<file path="src/sv/chbd_pkg.sv">
`default_nettype none

package chbd_pkg;

	// Width of the chunk size accumulator and data byte counter.
	localparam int COUNT_WIDTH = 32;

	localparam logic [7:0] CH_CR = 8'h0d;
	localparam logic [7:0] CH_LF = 8'h0a;

	// Marks a byte that is not a hex digit.
	localparam logic [4:0] HEX_NONE = 5'd16;

	typedef enum logic [2:0] {
		PH_HEADER    = 3'd0,
		PH_SKIP_PRE  = 3'd1,
		PH_SIZE      = 3'd2,
		PH_SKIP_POST = 3'd3,
		PH_DATA      = 3'd4,
		PH_DONE      = 3'd5
	} phase_t;

	typedef struct packed {
		logic [7:0] in_byte;
		logic       in_last;
	} in_item_t;

	typedef struct packed {
		logic [7:0] out_byte;
		logic       data_valid;
		logic       body_done;
	} out_item_t;

	// Value of a hex digit in either case, or HEX_NONE for any other byte.
	function automatic logic [4:0] hex_value(input logic [7:0] b);
		logic [4:0] v;
		v = HEX_NONE;
		if (b >= 8'h30 && b <= 8'h39) begin
			v = 5'(b - 8'h30);
		end else if (b >= 8'h61 && b <= 8'h66) begin
			v = 5'(b - 8'h57);
		end else if (b >= 8'h41 && b <= 8'h46) begin
			v = 5'(b - 8'h37);
		end
		return v;
	endfunction

endpackage

`default_nettype wire

</file>
<file path="src/sv/http_chunked_body_decoder.sv">
// The result item of an accepted byte item is registered and appears in the cycle after acceptance.
// Throughput: one item per cycle while the receiver does not stall a held result; the decoder state and
// the result register both update at the edge that accepts an item.
// A new item enters at the edge where the held result leaves or the register is empty.
// Reset (arst_n low, asynchronous) returns to header search with a zero count
// and an empty output register; header search with a zero count is restored after each last byte.
`default_nettype none

module http_chunked_body_decoder (
	input  wire                  clk,
	input  wire                  arst_n,
	input  wire                  byte_valid,
	output logic                 byte_stall,
	input  chbd_pkg::in_item_t   byte_data,
	output logic                 body_valid,
	input  wire                  body_stall,
	output chbd_pkg::out_item_t  body_data
);

	localparam int CW = chbd_pkg::COUNT_WIDTH;

	chbd_pkg::phase_t  phase_q, phase_upd, phase_d;
	logic [1:0]        match_q, match_upd, match_d;
	logic [CW-1:0]     count_q, count_upd, count_d;

	logic              accept;
	logic [4:0]        digit;
	logic              is_hex;
	logic              is_crlf;
	logic [CW+3:0]     acc;
	logic [CW-1:0]     acc_sat;
	logic [CW-1:0]     count_dec;

	logic              emit_data;
	logic              done_step;
	chbd_pkg::out_item_t result;

	logic              out_valid_q;
	chbd_pkg::out_item_t out_data_q;

	// An item enters unless a result is held and the receiver stalls it.
	assign byte_stall = out_valid_q & body_stall;
	assign accept     = byte_valid & ~byte_stall;

	// Byte classification and the saturating shift-add of the size.
	assign digit     = chbd_pkg::hex_value(byte_data.in_byte);
	assign is_hex    = (digit != chbd_pkg::HEX_NONE);
	assign is_crlf   = (byte_data.in_byte == chbd_pkg::CH_CR) ||
	                   (byte_data.in_byte == chbd_pkg::CH_LF);
	assign acc       = {count_q, 4'b0000} + {{CW{1'b0}}, digit[3:0]};
	assign acc_sat   = (|acc[CW+3:CW]) ? {CW{1'b1}} : acc[CW-1:0];
	assign count_dec = count_q - {{(CW-1){1'b0}}, 1'b1};

	// Next state from the current phase and the incoming byte.
	always_comb begin
		phase_upd = phase_q;
		match_upd = match_q;
		count_upd = count_q;
		case (phase_q)
			chbd_pkg::PH_HEADER: begin
				if (byte_data.in_byte == (match_q[0] ? chbd_pkg::CH_LF : chbd_pkg::CH_CR)) begin
					if (match_q == 2'd3) begin
						match_upd = 2'd0;
						phase_upd = chbd_pkg::PH_SKIP_PRE;
					end else begin
						match_upd = match_q + 2'd1;
					end
				end else begin
					match_upd = (byte_data.in_byte == chbd_pkg::CH_CR) ? 2'd1 : 2'd0;
				end
			end
			chbd_pkg::PH_SKIP_PRE: begin
				if (!is_crlf) begin
					if (is_hex) begin
						count_upd = {{(CW-4){1'b0}}, digit[3:0]};
						phase_upd = chbd_pkg::PH_SIZE;
					end else begin
						count_upd = '0;
						phase_upd = chbd_pkg::PH_DONE;
					end
				end
			end
			chbd_pkg::PH_SIZE: begin
				if (is_hex) begin
					count_upd = acc_sat;
				end else if (count_q == '0) begin
					phase_upd = chbd_pkg::PH_DONE;
				end else begin
					phase_upd = chbd_pkg::PH_SKIP_POST;
				end
			end
			chbd_pkg::PH_SKIP_POST, chbd_pkg::PH_DATA: begin
				if (!(phase_q == chbd_pkg::PH_SKIP_POST && is_crlf)) begin
					count_upd = count_dec;
					phase_upd = (count_dec == '0) ? chbd_pkg::PH_SKIP_PRE : chbd_pkg::PH_DATA;
				end
			end
			chbd_pkg::PH_DONE: begin
				phase_upd = chbd_pkg::PH_DONE;
			end
			default: begin
				phase_upd = chbd_pkg::PH_DONE;
			end
		endcase

		// The last byte of a response re-arms the decoder.
		if (byte_data.in_last) begin
			phase_d = chbd_pkg::PH_HEADER;
			match_d = 2'd0;
			count_d = '0;
		end else begin
			phase_d = phase_upd;
			match_d = match_upd;
			count_d = count_upd;
		end
	end

	// Result fields for the incoming byte.
	always_comb begin
		emit_data = 1'b0;
		done_step = 1'b0;
		case (phase_q)
			chbd_pkg::PH_SKIP_PRE: begin
				done_step = ~is_crlf & ~is_hex;
			end
			chbd_pkg::PH_SIZE: begin
				done_step = ~is_hex & (count_q == '0);
			end
			chbd_pkg::PH_SKIP_POST: begin
				emit_data = ~is_crlf;
			end
			chbd_pkg::PH_DATA: begin
				emit_data = 1'b1;
			end
			default: begin
				emit_data = 1'b0;
				done_step = 1'b0;
			end
		endcase

		result.out_byte   = emit_data ? byte_data.in_byte : 8'h00;
		result.data_valid = emit_data;
		result.body_done  = done_step |
		                    (byte_data.in_last && phase_upd != chbd_pkg::PH_DONE);
	end

	// Decoder state registers.
	always_ff @(posedge clk or negedge arst_n) begin
		if (!arst_n) begin
			phase_q <= chbd_pkg::PH_HEADER;
			match_q <= 2'd0;
			count_q <= '0;
		end else if (accept) begin
			phase_q <= phase_d;
			match_q <= match_d;
			count_q <= count_d;
		end
	end

	// Output register valid flag.
	always_ff @(posedge clk or negedge arst_n) begin
		if (!arst_n) begin
			out_valid_q <= 1'b0;
		end else if (accept) begin
			out_valid_q <= 1'b1;
		end else if (!body_stall) begin
			out_valid_q <= 1'b0;
		end
	end

	// Output register payload.
	always_ff @(posedge clk) begin
		if (accept) begin
			out_data_q <= result;
		end
	end

	assign body_valid = out_valid_q;
	assign body_data  = out_data_q;

endmodule

`default_nettype wire

</file>
<file path="config.mk">
export PLATFORM = sky130hd
export DESIGN_NAME = http_chunked_body_decoder
export DESIGN_NICKNAME = d
export VERILOG_FILES = /design/src/sv/chbd_pkg.sv /design/src/sv/http_chunked_body_decoder.sv
export SDC_FILE = /design/constraint.sdc
export NUM_CORES = 1
export LEC_CHECK = 0
export BUFFER_PORTS_ARGS = -buffer_cell sky130_fd_sc_hd__buf_2
export CORE_MARGIN = 8
export CORE_UTILIZATION = 25
export DETAILED_ROUTE_END_ITERATION = 16
export GPL_TIMING_DRIVEN = 0
export SLEW_MARGIN = 20
export SYNTH_ARGS = -nofsm -noshare
export SYNTH_HDL_FRONTEND = slang
export SYNTH_SLANG_ARGS = --single-unit
export TNS_END_PERCENT = 100
</file>
<file path="constraint.sdc">
create_clock -name clk -period 5.1 [get_ports clk]
set_input_delay 0.765 -clock clk [delete_from_list [all_inputs] [get_ports clk]]
set_output_delay 0.765 -clock clk [all_outputs]
set_load 0.02 [all_outputs]
</file>
# --- After elaboration in Yosys (flattened, before gate mapping) ---
# Cells that the tools add are included.
# W data, S select, Z words.
op_classes:
  n_eq_ne: 14
  n_mux: 30
  n_reduce_logical: 15
  bitwise_logic: 8
  add_sub_neg: 6
  magnitude_cmp: 6
op_table:
  columns: ["op", "count"]
  rows:
  - ["$mux W32", 5]
  - ["$pmux W32 S3", 1]
  - ["$logic_not A32 Y1", 2]
  - ["$add A36 B4 Y36", 1]
  - ["$sub A32 B1 Y32 const B", 1]
  - ["$mux W3", 10]
  - ["$eq A8 B4 Y1 const B", 2]
  - ["$ge A8 B7 Y1 const B", 2]
  - ["$le A8 B7 Y1 const B", 2]
  - ["$mux W5", 3]
  - ["$sub A5 B5 Y5 const B", 3]
  - ["$ne A3 B3 Y1 const B", 4]
  - ["$pmux W3 S4", 1]
  - ["$eq A8 B4 Y1", 1]
  - ["$ge A8 B6 Y1 const B", 1]
  - ["$le A8 B6 Y1 const B", 1]
  - ["$mux W2", 4]
  - ["$eq A3 B2 Y1 const B", 2]
  - ["$logic_and A1 B1 Y1", 5]
  - ["$ne A5 B5 Y1 const B", 1]
  - ["$reduce_and A5 Y1", 1]
  - ["$and A1 B1 Y1", 4]
  - ["$mux W4", 1]
  - ["$pmux W1 S2", 2]
  - ["other kinds (15)", 19]
word_totals:
  ff_bits: 48
  wordCells: 86
  inputBits: 13
  out_inout_bits: 12

# --- Depth between registers and ports, before layout ---
logic_depth:
  depth_word: 12
  ltp_mapped: 11
  depth_no_buf: 10

# --- Worst setup path before layout ---
# Ideal clock, no wire load.
synth_timing:
  kind: "input port to flip-flop"
  startpoint: "input port byte_data[2] (netlist name)"
  endpoint: "register count_q[11]"
  t_required_ns: 4.982
  setup_slack_ns: 2.298
  arrival_time_ns: 2.684
  stages: 10
  setup_ns: 0.118
  cell_sequence: "inv_1 > ha_1 > o21bai_1 > a2111oi_2 > nor2_2 > o211ai_2 > o21a_2 > buf_4 > o21ai_0 > a21o_1"
synth_between:
  elab_chain_len: 11
synth_lines:
  columns: ["element", "line", "source"]
  rows:
  - ["start: declaration", "http_chunked_body_decoder.sv:14", "input chbd_pkg::in_item_t byte_data,"]
  - ["$ge A8 B7 Y1 or $le A8 B7 Y1 (tied branches)", "chbd_pkg.sv:42", "end else if (b >= 8'h41 && b <= 8'h46) begin"]
  - ["$logic_and A1 B1 Y1", "chbd_pkg.sv:42", null]
  - ["$mux W5", "chbd_pkg.sv:42", null]
  - ["$mux W5", "chbd_pkg.sv:40", "end else if (b >= 8'h61 && b <= 8'h66) begin"]
  - ["$mux W5", "chbd_pkg.sv:38", "if (b >= 8'h30 && b <= 8'h39) begin"]
  - ["$add A36 B4 Y36", "http_chunked_body_decoder.sv:50", "assign acc = {count_q, 4'b0000} + {{CW{1'b0}}, digit[3:0]};"]
  - ["$reduce_or A4 Y1", "http_chunked_body_decoder.sv:51", "assign acc_sat = (|acc[CW+3:CW]) ? {CW{1'b1}} : acc[CW-1:0];"]
  - ["$mux W32", "http_chunked_body_decoder.sv:51", null]
  - ["$mux W32", "http_chunked_body_decoder.sv:84", "if (is_hex) begin"]
  - ["$pmux W32 S3", "http_chunked_body_decoder.sv:59", "case (phase_q)"]
  - ["$mux W32", "http_chunked_body_decoder.sv:107", "if (byte_data.in_last) begin"]
  - ["end signal: assignment", "http_chunked_body_decoder.sv:156", "count_q <= count_d;"]
  - ["end: declaration", "http_chunked_body_decoder.sv:24", "logic [CW-1:0] count_q, count_upd, count_d;"]
# Parallel ways exist; a longest one is shown, timed or not. The select of a mux whose other input is x is not followed.
# A chain may end at the register's enable or synchronous reset.

# --- Worst setup path after layout ---
layout_timing:
  startpoint: "register count_q[0]"
  endpoint: "register phase_q[2]"
layout_between:
  elab_chain_len: 6
layout_lines:
  columns: ["element", "line", "source"]
  rows:
  - ["$sub A32 B1 Y32", "http_chunked_body_decoder.sv:52", "assign count_dec = count_q - {{(CW-1){1'b0}}, 1'b1};"]
  - ["$logic_not A32 Y1", "http_chunked_body_decoder.sv:95", "phase_upd = (count_dec == '0) ? chbd_pkg::PH_SKIP_PRE : chbd_pkg::PH_DATA;"]
  - ["$mux W3", "http_chunked_body_decoder.sv:95", null]
  - ["$mux W3", "http_chunked_body_decoder.sv:93", "if (!(phase_q == chbd_pkg::PH_SKIP_POST && is_crlf)) begin"]
  - ["$pmux W3 S4 *", "http_chunked_body_decoder.sv:59", null]
  - ["$mux W3 *", "http_chunked_body_decoder.sv:107", null]
  - ["end signal: assignment", "http_chunked_body_decoder.sv:150", "phase_q <= chbd_pkg::PH_HEADER;"]
  - ["end signal: assignment", "http_chunked_body_decoder.sv:154", "phase_q <= phase_d;"]
  - ["end: declaration", "http_chunked_body_decoder.sv:22", "chbd_pkg::phase_t phase_q, phase_upd, phase_d;"]
# Mark *: on every way between the ends. The rest lies on a longest branch, timed or not.

==> results.txt <==
PD cells = 417 nW/um^2
area of the core = 13,900 um^2
Clock Latency Late Sink = 0.30 ns
Hold Buf Count CTS = 0
Crit Path Max Fanout = 10
via count = 3,605
Combinational Power Share = 49.9%
setup violators final = 0
Net Sw Frac = 44.2%
Hold Crit Depth = 2
P_leak = 1.64 nW
Worst Setup Start Kind = flop
fin. max-slew vios = 0
Hold Crit Class = flop to flop
final hold viol count = 0
Avg Cell Area, Syn = 8.30 um^2
Initial Util = 25.6%
Slew HR = 37.4%
sw power = 0.752 mW
Routed WL = 12,000 um
cell depth of the worst flop-to-flop path = 10
CTS H-tree depth = 2
Syn Std Cell Area = 3560 um^2
share of power burned in registers = 27.0%
Crit Path Class = flop to flop
crit path time final = 3.31 ns
Vias/cell = 5.63
max-cap viol count = 0
synth unique cells = 60
Die Area = 18,300 um^2
Die Y = 135 um
area delta synth->final = 14.6%
CTS tree = yes
routed len/inst = 18.7 um
post-CTS setup buffer count = 0
Die Wd = 135 um
Worst EP required = 5.27 ns
CTS Sinks = 48
Post-synth EDFFs = 10
Final #Nets = 481
layout cells sized above 1 = 13.0%
Max Root-Sink Buffers = 2
critical path endpoint category = flop
remaining routing DRC violations = 0
post-DP HPWL = 8510 um
Fmax = 302 MHz
worst r2r src = count_q[0]$_DFFE_PN0P_
setup repair after global routing missed its margin = no
cts repair resizes = 0
status = completed
I/O pin count = 25
#FFs+latches synth = 48
Initial DRC Count = 456
total CTS buffers = 5
post-synthesis sequential area ratio = 35.1%
fin crit share = 64.8%
internal power = 0.949 mW
hold endpoint = match_q[1]$_DFFE_PN0P_
I/O Buffers = 23
CTS root buf = clkbuf_16
VDD IR max = 0.158 mV
hold_sp = match_q[1]$_DFFE_PN0P_
initial antenna violation count = 0
drt first pass iters = 5
Setup Skew = 0.0156 ns
Synth Flop Type = dfrtp_1
post-place instance area = 3910 um^2
synthesized netlist cell count = 429
vias in the first global route = 3,503
Yosys warning count = 0
Post-synth ARST share = 79.2%
Total Routing Usage GR = 13.2%
syn_nets = 451
clock share of power = 23.1%
Placer Congestion = 0.919
Rows = 43
Worst Setup SP = count_q[0]$_DFFE_PN0P_
WP data arrival = 3.48 ns
Clock transition at path regs = 0.08 ns
R2R Setup Slk = 1.79 ns
cell taking the most area after synthesis = dfrtp_1
diodes inserted = 0
TNS Setup = 0 ns
Synth area leaders = dfrtp_1 (27%), o21ai_0 (10%), edfxtp_1 (8.4%)
total gr overflow = 0
final antenna-violating net count = 0
first-pass GRT wire length = 19,200 um
Crit Reg-Reg Endpoint = phase_q[2]$_DFFE_PN0P_
measured slew at the worst slew-check pin = 0.930 ns
Finished Cell Area = 4080 um^2
Fillers = 1,519
Synth top area share = 26.7%
largest net degree at the start of global routing = 39
metal layers:
metal | vias up | GRT usage (%) | wire, um
li1 | 1664 | - | -
met2 | 157 | 20.6 | 5510
met3 | 18 | 2.52 | 901
met1 | 1766 | 17.5 | 5300
met5 | - | 0 | 0
met4 | 0 | 5.12 | 253
critical path, cell delays in order (launching register included):
cell	delay [ns]
dfrtp_1	0.50
inv_1	0.13
ha_1	0.21
nor3b_1	0.31
clkbuf_1	0.46
nand4_1	0.18
xor2_1	0.24
nand4_1	0.13
or4_1	0.50
nor4_2	0.38
o21ai_0	0.12
flip-flops by register name (all words and copies together), names as in the netlist:
signal,count
count_q,32
body_data,10
match_q,2
body_valid,1
phase_q,3
final cells by class:
type                    instances  area [um^2]  share of cell area, %
repair buffers                 23          115                   2.82
clock buffers                   5          125                   3.07
multi-input cells             337         2120                   52.0
plain buffers                  35          164                   4.02
clock inverters                 3         42.5                   1.04
flip-flops and latches         48         1250                   30.7
well taps                     180          225                   5.52
inverters                       9         33.8                  0.828
worst max-delay path by stage:
stage,end,depth (start not counted)
after floorplan,count_q[11]$_DFFE_PN0P_,10
after global placement,count_q[24]$_DFFE_PN0P_,11
after detailed placement,count_q[14]$_DFFE_PN0P_,11
after CTS,phase_q[2]$_DFFE_PN0P_,8
after global routing,phase_q[2]$_DFFE_PN0P_,10
final,phase_q[2]$_DFFE_PN0P_,10
per-stage QoR:
step | cells | power, mW | setup WS [ns] | utilization (%) | hold WS, ns
2_1_floorplan | 429 | 1.06 | 2.30 | - | 0.469
5_1_grt | 640 | 1.81 | 1.62 | 29.4 | 0.571
3_5_place_dp | 632 | 1.29 | 1.58 | 28.1 | 0.504
4_1_cts | 640 | 1.69 | 1.59 | 29.3 | 0.521
3_3_place_gp | 632 | 1.29 | 1.63 | 28.1 | 0.496
6_report | 640 | 1.70 | 1.79 | 29.4 | 0.518
power by group through the flow:
stage | clock network [mW] | logic [mW] | registers, mW
floorplan | 0 | 0.600 | 0.463
global placement | 0 | 0.826 | 0.464
detailed placement | 0 | 0.828 | 0.464
CTS | 0.401 | 0.834 | 0.458
global route | 0.416 | 0.934 | 0.463
finish | 0.393 | 0.849 | 0.459
cell usage after synthesis (all sizes together) (3+ instances only):
cell	instances
xor2	5
or4	5
inv	8
nand4b	4
and2	8
o41ai	3
nor4	11
o21a	4
clkbuf	25
nand4	7
nand2b	6
a211oi	5
a21oi	20
a31oi	5
nand2	31
nand3	7
or2	4
dfrtp	38
o31ai	10
o21ai	74
nor2	36
ha	9
nor3	20
buf	10
edfxtp	10
or3	4
a22o	23
xnor2	7
o211ai	4
cell families (layout without fill, tap and decap cells):
logic type	count (synthesis)	after routing	synth area share (%)
buf+inv	44	75	5.55
compound gates	161	161	29.6
flops	48	48	35.1
simple gates	154	154	23.3
fa+ha+maj	9	9	3.16
xor+xnor	12	12	2.95
mux	1	1	0.281
placed cells by master, fill, tap and decap left out, types with 3 or more instances in the layout:
cell type	netlist	routed
a211oi_1	5	5
a21oi_1	20	20
a22o_1	23	23
a31oi_1	5	5
and2_1	8	8
buf_2	5	28
buf_4	3	3
clkbuf_1	25	25
clkbuf_16	0	5
dfrtp_1	38	38
edfxtp_1	10	10
ha_1	9	9
inv_1	8	8
nand2_1	31	31
nand2b_1	6	6
nand3_1	7	7
nand4_1	7	7
nand4b_1	4	4
nor2_1	34	34
nor3_1	20	20
nor4_1	9	7
nor4_2	2	4
o211ai_1	3	3
o21a_1	3	3
o21ai_0	73	73
o31ai_1	9	9
o41ai_1	3	3
or2_2	4	4
or3_1	4	4
or4_1	3	3
xnor2_1	7	7
xor2_1	5	5
No activity file was read; power rests on OpenSTA's default activity.
